File: config.mk
export PLATFORM = sky130hd
export DESIGN_NAME = png_text_chunk_framer_flat
export DESIGN_NICKNAME = d
export VERILOG_FILES = /design/src/sv/ptcf_pkg.sv /design/src/sv/ptcf_in_if.sv /design/src/sv/ptcf_out_if.sv /design/src/sv/ptcf_in_stage.sv /design/src/sv/ptcf_core.sv /design/src/sv/png_text_chunk_framer.sv /design/src/flat_wrapper.sv
export VERILOG_INCLUDE_DIRS = /design/src /design/src/sv
export SDC_FILE = /design/constraint.sdc
export NUM_CORES = 1
export LEC_CHECK = 0
export ABC_CLOCK_PERIOD_IN_PS = 16600
export BUFFER_PORTS_ARGS = -buffer_cell sky130_fd_sc_hd__buf_2
export CORE_ASPECT_RATIO = 1.2
export CORE_MARGIN = 2
export CORE_UTILIZATION = 60
export CTS_CLUSTER_DIAMETER = 40
export DETAILED_ROUTE_END_ITERATION = 12
export PLACE_DENSITY_LB_ADDON = 0.12
export RECOVER_POWER = 100
export SETUP_SLACK_MARGIN = 0.4
export SYNTH_ARGS = -nofsm -noshare
export SYNTH_HDL_FRONTEND = slang
export SYNTH_HIERARCHICAL = 1
export SYNTH_SLANG_ARGS = --single-unit
File: constraint.sdc
create_clock -name clk -period 16.6 [get_ports clk]
set_input_delay 4.15 -clock clk [delete_from_list [all_inputs] [get_ports clk]]
set_output_delay 4.15 -clock clk [all_outputs]
set_load 0.1 [all_outputs]
File: src/sv/png_text_chunk_framer_defines.svh
// assertion macros shared by the framer modules
`ifndef PNG_TEXT_CHUNK_FRAMER_DEFINES_SVH
`define PNG_TEXT_CHUNK_FRAMER_DEFINES_SVH

// same-cycle implication, checked on clk outside reset
`define PTCF_ASSERT_IMP(label, ante, cons, msg) \
	label: assert property (@(posedge clk) disable iff (!arst_n) (ante) |-> (cons)) \
		else $error(msg);

// next-cycle implication, checked on clk outside reset
`define PTCF_ASSERT_NXT(label, ante, cons, msg) \
	label: assert property (@(posedge clk) disable iff (!arst_n) (ante) |=> (cons)) \
		else $error(msg);

`endif

File: src/sv/ptcf_pkg.sv
// shared types, constants and the bytewise crc-32 step for the chunk framer
package ptcf_pkg;

	localparam int DataLenW = 12;
	localparam int PosW = 13;
	localparam int CrcW = 32;
	localparam int HeadBytes = 8;
	localparam int FrameExtra = 12;
	localparam int MaxDataLengthDef = 4095;
	localparam int MaxPos = 4095 + FrameExtra - 1;

	localparam logic [7:0] PadByte = 8'h20;
	localparam logic [CrcW-1:0] CrcPoly = 32'hEDB8_8320;
	localparam logic [CrcW-1:0] CrcInit = 32'hFFFF_FFFF;

	// chunk type, in transmission order
	localparam logic [7:0] TypeBytes [4] = '{8'h74, 8'h45, 8'h58, 8'h74};

	// configuration register indexes
	localparam logic CfgDataLength = 1'b0;
	localparam logic CfgContentLength = 1'b1;

	typedef struct packed {
		logic start_req;
		logic [7:0] content_byte;
	} item_t;

	// one byte through the reflected crc-32, lsb first
	function automatic logic [CrcW-1:0] crc_byte(input logic [CrcW-1:0] crc,
		input logic [7:0] b);
		logic [CrcW-1:0] c;
		c = crc ^ {24'd0, b};
		for (int k = 0; k < 8; k++) begin
			c = (c >> 1) ^ (c[0] ? CrcPoly : '0);
		end
		return c;
	endfunction

endpackage

File: src/sv/ptcf_in_if.sv
// input channel: start request and content byte with valid/ready
interface ptcf_in_if;
	logic valid;
	logic ready;
	logic start_req;
	logic [7:0] content_byte;

	modport source (output valid, output start_req, output content_byte, input ready);
	modport sink (input valid, input start_req, input content_byte, output ready);
endinterface

File: src/sv/ptcf_out_if.sv
// output channel: chunk byte with its flags, valid/ready
interface ptcf_out_if;
	logic valid;
	logic ready;
	logic [7:0] chunk_byte;
	logic took_content;
	logic last_byte;

	modport source (output valid, output chunk_byte, output took_content, output last_byte,
		input ready);
	modport sink (input valid, input chunk_byte, input took_content, input last_byte,
		output ready);
endinterface

File: src/sv/ptcf_in_stage.sv
// input register stage of the chunk framer
`include "png_text_chunk_framer_defines.svh"

module ptcf_in_stage (
	input  logic clk,
	input  logic arst_n,
	ptcf_in_if.sink in_ch,
	input  logic take,
	output logic item_valid,
	output ptcf_pkg::item_t item
);

	logic valid_s1;
	ptcf_pkg::item_t item_s1;
	logic accept;

	assign in_ch.ready = !valid_s1 || take;
	assign accept = in_ch.valid && in_ch.ready;

	always_ff @(posedge clk or negedge arst_n) begin
		if (!arst_n) begin
			valid_s1 <= 1'b0;
		end else if (accept) begin
			valid_s1 <= 1'b1;
		end else if (take) begin
			valid_s1 <= 1'b0;
		end
	end

	always_ff @(posedge clk) begin
		if (accept) begin
			item_s1.start_req <= in_ch.start_req;
			item_s1.content_byte <= in_ch.content_byte;
		end
	end

	assign item_valid = valid_s1;
	assign item = item_s1;

	`PTCF_ASSERT_NXT(a_hold_s1, valid_s1 && !take, valid_s1 && $stable(item_s1), "stage 1 word lost while waiting")

endmodule

File: src/sv/ptcf_core.sv
// framing sequencer, crc-32 update and output register
`include "png_text_chunk_framer_defines.svh"

module ptcf_core #(
	parameter int MAX_DATA_LENGTH = ptcf_pkg::MaxDataLengthDef
) (
	input  logic clk,
	input  logic arst_n,
	input  logic [ptcf_pkg::DataLenW-1:0] data_length,
	input  logic [ptcf_pkg::DataLenW-1:0] text_len,
	input  logic item_valid,
	input  ptcf_pkg::item_t item,
	output logic take,
	ptcf_out_if.source out_ch
);

	localparam int SatLen = (MAX_DATA_LENGTH > 4095) ? 4095 : MAX_DATA_LENGTH;

	logic [ptcf_pkg::PosW-1:0] pos_q;
	logic [ptcf_pkg::CrcW-1:0] crc_q;
	logic out_valid_q;
	logic [7:0] chunk_byte_q;
	logic took_q;
	logic last_q;

	logic [ptcf_pkg::DataLenW-1:0] dlen;
	logic [ptcf_pkg::DataLenW-1:0] clen;
	logic [ptcf_pkg::PosW-1:0] total;
	logic [ptcf_pkg::PosW-1:0] data_end;
	logic [ptcf_pkg::PosW-1:0] pos;
	logic [ptcf_pkg::PosW-1:0] data_idx;
	logic [ptcf_pkg::PosW-1:0] k;
	logic [ptcf_pkg::CrcW-1:0] crc_cur;
	logic [ptcf_pkg::CrcW-1:0] crc_fin;
	logic [ptcf_pkg::CrcW-1:0] crc_nxt;
	logic restart;
	logic [7:0] b;
	logic took;
	logic last;
	logic upd;

	assign take = item_valid && (!out_valid_q || out_ch.ready);

	always_comb begin
		dlen = (data_length > ptcf_pkg::DataLenW'(SatLen)) ?
			ptcf_pkg::DataLenW'(SatLen) : data_length;
		clen = (text_len < dlen) ? text_len : dlen;
		total = {1'b0, dlen} + ptcf_pkg::PosW'(ptcf_pkg::FrameExtra);
		data_end = {1'b0, dlen} + ptcf_pkg::PosW'(ptcf_pkg::HeadBytes);
		restart = item.start_req || (pos_q >= total);
		pos = restart ? '0 : pos_q;
		crc_cur = restart ? ptcf_pkg::CrcInit : crc_q;
		crc_fin = ~crc_cur;
		data_idx = pos - ptcf_pkg::PosW'(ptcf_pkg::HeadBytes);
		k = pos - data_end;
		b = '0;
		took = 1'b0;
		last = 1'b0;
		upd = 1'b0;
		if (pos < ptcf_pkg::PosW'(4)) begin
			// big-endian length, top bytes are zero
			case (pos[1:0])
				2'd2: b = {4'd0, dlen[11:8]};
				2'd3: b = dlen[7:0];
				default: b = '0;
			endcase
		end else if (pos < ptcf_pkg::PosW'(ptcf_pkg::HeadBytes)) begin
			b = ptcf_pkg::TypeBytes[pos[1:0]];
			upd = 1'b1;
		end else if (pos < data_end) begin
			if (data_idx < {1'b0, clen}) begin
				b = item.content_byte;
				took = 1'b1;
			end else begin
				b = ptcf_pkg::PadByte;
			end
			upd = 1'b1;
		end else begin
			case (k[1:0])
				2'd0: b = crc_fin[31:24];
				2'd1: b = crc_fin[23:16];
				2'd2: b = crc_fin[15:8];
				default: b = crc_fin[7:0];
			endcase
			last = (k == ptcf_pkg::PosW'(3));
		end
		crc_nxt = upd ? ptcf_pkg::crc_byte(crc_cur, b) : crc_cur;
	end

	always_ff @(posedge clk or negedge arst_n) begin
		if (!arst_n) begin
			pos_q <= '0;
			crc_q <= ptcf_pkg::CrcInit;
			out_valid_q <= 1'b0;
		end else begin
			if (take) begin
				pos_q <= last ? '0 : pos + ptcf_pkg::PosW'(1);
				crc_q <= last ? ptcf_pkg::CrcInit : crc_nxt;
				out_valid_q <= 1'b1;
			end else if (out_ch.ready) begin
				out_valid_q <= 1'b0;
			end
		end
	end

	always_ff @(posedge clk) begin
		if (take) begin
			chunk_byte_q <= b;
			took_q <= took;
			last_q <= last;
		end
	end

	assign out_ch.valid = out_valid_q;
	assign out_ch.chunk_byte = chunk_byte_q;
	assign out_ch.took_content = took_q;
	assign out_ch.last_byte = last_q;

	`PTCF_ASSERT_IMP(a_last_no_content, out_valid_q && last_q, !took_q, "content taken on final crc byte")
	`PTCF_ASSERT_IMP(a_pos_range, 1'b1, pos_q <= ptcf_pkg::PosW'(ptcf_pkg::MaxPos), "position past any chunk end")
	`PTCF_ASSERT_NXT(a_wrap, take && last, pos_q == '0 && crc_q == ptcf_pkg::CrcInit, "chunk end did not rearm")

endmodule

File: src/sv/png_text_chunk_framer.sv
// top level of the png text chunk framer
// usage
//   in_ch carries one word per byte slot: start_req and content_byte
//   out_ch returns one word per input word: chunk_byte, took_content, last_byte
//   a chunk is 4 length bytes, 'tEXt', data_length data bytes and a 4-byte crc-32,
//   so it spans data_length + 12 words; last_byte marks the final crc byte
//   data bytes take content_byte for the first text_len slots, then spaces
//   start_req on any word restarts the chunk at its first length byte
// throughput and pipeline
//   one word per cycle sustained while out_ch.ready is high; the crc-32 byte step is
//   combinational; a word passes through the input register, then the output register,
//   before it shows on out_ch; in_ch.ready stays high while the output register drains
// stall and reset
//   if out_ch.ready is low the result holds, one more word waits in stage 1,
//   then in_ch.ready drops until the receiver takes the result
//   arst_n clears both stages, sets the position to the length byte and the crc
//   to all ones; data_length resets to 48 and the text length to 0
//   registers are written through cfg_we/cfg_index/cfg_wdata; the user must write them while idle only, not enforced
module png_text_chunk_framer #(
	parameter int MAX_DATA_LENGTH = ptcf_pkg::MaxDataLengthDef
) (
	input  logic clk,
	input  logic arst_n,
	ptcf_in_if.sink in_ch,
	ptcf_out_if.source out_ch,
	input  logic cfg_we,
	input  logic cfg_index,
	input  logic [ptcf_pkg::DataLenW-1:0] cfg_wdata
);

	// configuration registers
	logic [ptcf_pkg::DataLenW-1:0] data_length_q;
	logic [ptcf_pkg::DataLenW-1:0] text_len_q;

	// stage 1 to core
	logic item_valid;
	ptcf_pkg::item_t item;
	logic take;

	always_ff @(posedge clk or negedge arst_n) begin
		if (!arst_n) begin
			data_length_q <= ptcf_pkg::DataLenW'(48);
			text_len_q <= '0;
		end else if (cfg_we) begin
			case (cfg_index)
				ptcf_pkg::CfgDataLength: data_length_q <= cfg_wdata;
				ptcf_pkg::CfgContentLength: text_len_q <= cfg_wdata;
				default: ;
			endcase
		end
	end

	// input register, frees itself when the core takes the word
	ptcf_in_stage u_in_stage (
		.clk(clk),
		.arst_n(arst_n),
		.in_ch(in_ch),
		.take(take),
		.item_valid(item_valid),
		.item(item)
	);

	// framing, crc and output register
	ptcf_core #(
		.MAX_DATA_LENGTH(MAX_DATA_LENGTH)
	) u_core (
		.clk(clk),
		.arst_n(arst_n),
		.data_length(data_length_q),
		.text_len(text_len_q),
		.item_valid(item_valid),
		.item(item),
		.take(take),
		.out_ch(out_ch)
	);

endmodule
File: src/flat_wrapper.sv
// flat-port wrapper written by rule: the top's interface ports become plain ports
module png_text_chunk_framer_flat 
#(
	parameter int MAX_DATA_LENGTH = ptcf_pkg::MaxDataLengthDef
)
  (clk, arst_n, cfg_we, cfg_index, cfg_wdata, in_ch_valid, in_ch_start_req, in_ch_content_byte, in_ch_ready, out_ch_valid, out_ch_chunk_byte, out_ch_took_content, out_ch_last_byte, out_ch_ready);
  ptcf_in_if in_ch_i ();
  ptcf_out_if out_ch_i ();
  input  logic clk;
  input  logic arst_n;
  input  logic cfg_we;
  input  logic cfg_index;
  input  logic [ptcf_pkg::DataLenW-1:0] cfg_wdata;
  input wire logic [$bits(in_ch_i.valid)-1:0] in_ch_valid;
  input wire logic [$bits(in_ch_i.start_req)-1:0] in_ch_start_req;
  input wire logic [$bits(in_ch_i.content_byte)-1:0] in_ch_content_byte;
  output wire logic [$bits(in_ch_i.ready)-1:0] in_ch_ready;
  output wire logic [$bits(out_ch_i.valid)-1:0] out_ch_valid;
  output wire logic [$bits(out_ch_i.chunk_byte)-1:0] out_ch_chunk_byte;
  output wire logic [$bits(out_ch_i.took_content)-1:0] out_ch_took_content;
  output wire logic [$bits(out_ch_i.last_byte)-1:0] out_ch_last_byte;
  input wire logic [$bits(out_ch_i.ready)-1:0] out_ch_ready;
  assign in_ch_i.valid = in_ch_valid;
  assign in_ch_i.start_req = in_ch_start_req;
  assign in_ch_i.content_byte = in_ch_content_byte;
  assign in_ch_ready = in_ch_i.ready;
  assign out_ch_valid = out_ch_i.valid;
  assign out_ch_chunk_byte = out_ch_i.chunk_byte;
  assign out_ch_took_content = out_ch_i.took_content;
  assign out_ch_last_byte = out_ch_i.last_byte;
  assign out_ch_i.ready = out_ch_ready;
  png_text_chunk_framer #(.MAX_DATA_LENGTH(MAX_DATA_LENGTH)) u_core (.clk(clk), .arst_n(arst_n), .in_ch(in_ch_i), .out_ch(out_ch_i), .cfg_we(cfg_we), .cfg_index(cfg_index), .cfg_wdata(cfg_wdata));
endmodule
==> out/metrics.yaml <==
run_status:
  outcome: "finished, violations left"
  violations: "capacitance limit, slew limit"
worst_setup_path:
  cp_max_fo: 23
  slowest_stage: "clkbuf_1"
  cp_cell_sequence: "buf_2 -> nand2b_1 -> nand2_1 -> inv_1 -> nand2b_1 -> clkbuf_1"
  endpoint_kind: "primary output"
  cp.required_ps: 12450
  r2r_slack_ps: 6420
  crit_path_max_incr_delay_ps: 870
  arrival_ps: 6690
  start_kind: "input port"
  critPathBufInv: 3
  reg2reg_from: "u_core/data_length_q[3]"
  reg2reg_depth: 24
  cp_top_family: "buffers and inverters"
  worstSetupPathType: "in2out"
  r2r-end: "u_core/u_core/crc_q[26]"
  cp_common_cell: "nand2b_1"
synthesis:
  yosys-top-cells-count: "nor2_1 (94), xnor2_1 (60), a21oi_1 (59)"
  avgSynthCellArea_sq_um: 9.28
  syn_area_sq_mm: 0.00754
  synthCells: 812
  yosys-top-cells-area: "dfrtp_1 (12%), dfstp_2 (12%), ha_1 (9.3%)"
  ys_seq_area_share_pct: 31.7
  yosys.area.top_type: "dfrtp_1"
  yosysMostFrequentCell: "nor2_1"
  async_reset_ff_share_pct: 78.9
  syn-num-nets: 896
  ys.flop_type: "dfrtp_1"
  yosysTopAreaCellShare_pct: 12.3
  ys_types: 91
  yosysWarnings: 6
  synth-seq-cells: 90
  synth_edf_count: 19
power_and_ir_drop:
  leakage_nw: 3.29
  switching_power_mw: 0.738
  p_comb_share_pct: 62.7
  power.density_mw_per_mm2: 197
  total_power_mw: 1.57
  pwr-share-clk_pct: 14.2
  internal_power_mw: 0.830
  p_sw_share_pct: 47.1
  peakVddDrop_v: 0.000276
  pwr-share-seq_pct: 23.1
clock_tree:
  numCtsBuffers: 9
  cts_setup_buffers: 0
  clock_path_buffers: 2
  path_clk_slew_ps: 70
  cts_tree: "yes"
  cts_hold_buf: 0
  numClockSinks: 90
  htree_num_levels: 3
  cts_resized: 0
  insertion_delay_ps: 350
  cts_root_buffer: "clkbuf_16"
route:
  viasPerCell: 6.42
  drtIter0Drc: 432
  drc: 0
  dr.pass1.iters: 7
  num_vias: 6396
  detail-route-antenna-nets: 0
  wl_um: 21100
  detail_route.wl_per_cell_um: 21.2
floorplan:
  start_util_pct: 61.9
  fp.dieW_um: 106
  die-area_sq_mm: 0.0135
  core_area_sq_mm: 0.0122
  rows: 44
  die_h_um: 127
  io_pins: 39
sta:
  slew_viol_final: 72
  period_share_pct: 65.3
  fin_ws_ps: 5760
  hold_viol: 0
  max_freq_mhz: 92.2
  setup_violations: 0
  maxSlewHeadroom_pct: -154
  fin_setup_tns_ps: 0
  finalCriticalPeriod_ps: 10840
  worst_slew_pin_slew_ps: 3810
  finalClockSkew_ps: 8.81
  rsz0062_at_grt: "false"
grt:
  grt_pass1_wl_um: 34300
  overflow: 0
  grtUsageTotal_pct: 32.8
  antenna_found_initial: 0
  grt_pass1_vias: 6455
  grt_max_degree: 72
run:
  maxCapViolCount: 1
cells_and_area:
  finalNonFillerCells: 997
  drive_gt1_share_pct: 13.9
  fin_nets: 915
  diodes: 0
  areaGrowthSynthToFinish_pct: 5.68
placement:
  port_buffers: 38
  gp_congestion: 0.941
  placed_cells: 981
  place_hpwl_um: 15700
  dpl_worst_slack_ps: 6170
hold_path:
  hp-class: "reg2reg"
  hp-start: "u_core/u_in_stage/item_valid"
  whs_path_depth: 1
  hold_end: "u_core/u_core/out_ch.valid"
[power groups by stage]
stage               clock, mW  combinational, mW  sequential [mW]
finish                  0.223              0.982            0.362
global route            0.236               1.07            0.368
CTS                     0.227               1.01            0.360
detailed placement          0              0.998            0.364
global placement            0              0.974            0.361
floorplan                   0              0.761            0.381
[stage by stage]
stage | area [sq um] | hold WS (ps) | util [%]
2_1_floorplan | 7540 | 471 | -
3_3_place_gp | 7820 | 495 | 64.3
3_5_place_dp | 7820 | 503 | 64.3
4_1_cts | 8140 | 512 | 66.9
5_1_grt | 7960 | 536 | 65.5
6_report | 7960 | 495 | 65.5
[layout make-up]
| class | count | area [sq um] |
|---|---|---|
| inverter | 38 | 143 |
| multi-input combinational | 647 | 4700 |
| clock inverter | 6 | 88.8 |
| sequential | 90 | 2390 |
| clock buffer | 10 | 229 |
| tap | 161 | 201 |
| fill | 1031 | 4200 |
| timing repair buffer | 45 | 216 |
[cell usage in the layout, fill, tap and decap left out, types with 26 or more instances in the layout]
| master | instances |
|---|---|
| dfstp_2 | 34 |
| buf_2 | 26 |
| nand2_1 | 52 |
| a21oi_1 | 59 |
| dfrtp_1 | 37 |
| ha_1 | 56 |
| xnor2_1 | 64 |
| nor2_1 | 94 |
| o21ai_0 | 42 |
| inv_1 | 38 |
[worst max-delay path by stage]
stage	slack, ps	cells past startpoint	start	to
floorplan	7030	5	out_ch_ready	in_ch_ready
global placement	6220	6	out_ch_ready	in_ch_ready
detailed placement	6170	6	out_ch_ready	in_ch_ready
CTS	6160	6	out_ch_ready	in_ch_ready
global route	5590	6	out_ch_ready	in_ch_ready
finish	5760	6	out_ch_ready	in_ch_ready
[logic make-up after synthesis]
kind of cell               Yosys count  share of synthesized area, %
xor gates and xnor gates            88                          11.3
and+or+nand+nor                    261                          17.5
adders and majority gates           57                          9.56
AOI/OAI and AO/OA                  194                          17.4
DFF                                 90                          31.7
muxes                               47                          8.33
buffers and inverters               75                          4.15
[layer usage]
metal | GRT usage, % | vias to the layer above | part of all wire, %
li1 | - | 2967 | -
met1 | 38.4 | 3147 | 38
met2 | 58.5 | 227 | 53
met3 | 3.80 | 55 | 4.8
met4 | 17.7 | 0 | 4.5
met5 | 0 | - | 0
[state kept, by name, indices dropped and copies added, names as in the netlist]
| name | cells |
|---|---|
| u_core/data_length_q | 12 |
| u_core/u_core/crc_q | 32 |
| u_core/text_len_q | 12 |
| u_core/u_core/out_ch.took_content | 1 |
| u_core/u_in_stage/item | 9 |
| u_core/u_in_stage/item_valid | 1 |
| u_core/u_core/out_ch.last_byte | 1 |
| u_core/u_core/out_ch.valid | 1 |
| u_core/u_core/out_ch.chunk_byte | 8 |
| u_core/u_core/pos_q | 13 |
(Power assumes the default switching activity.)
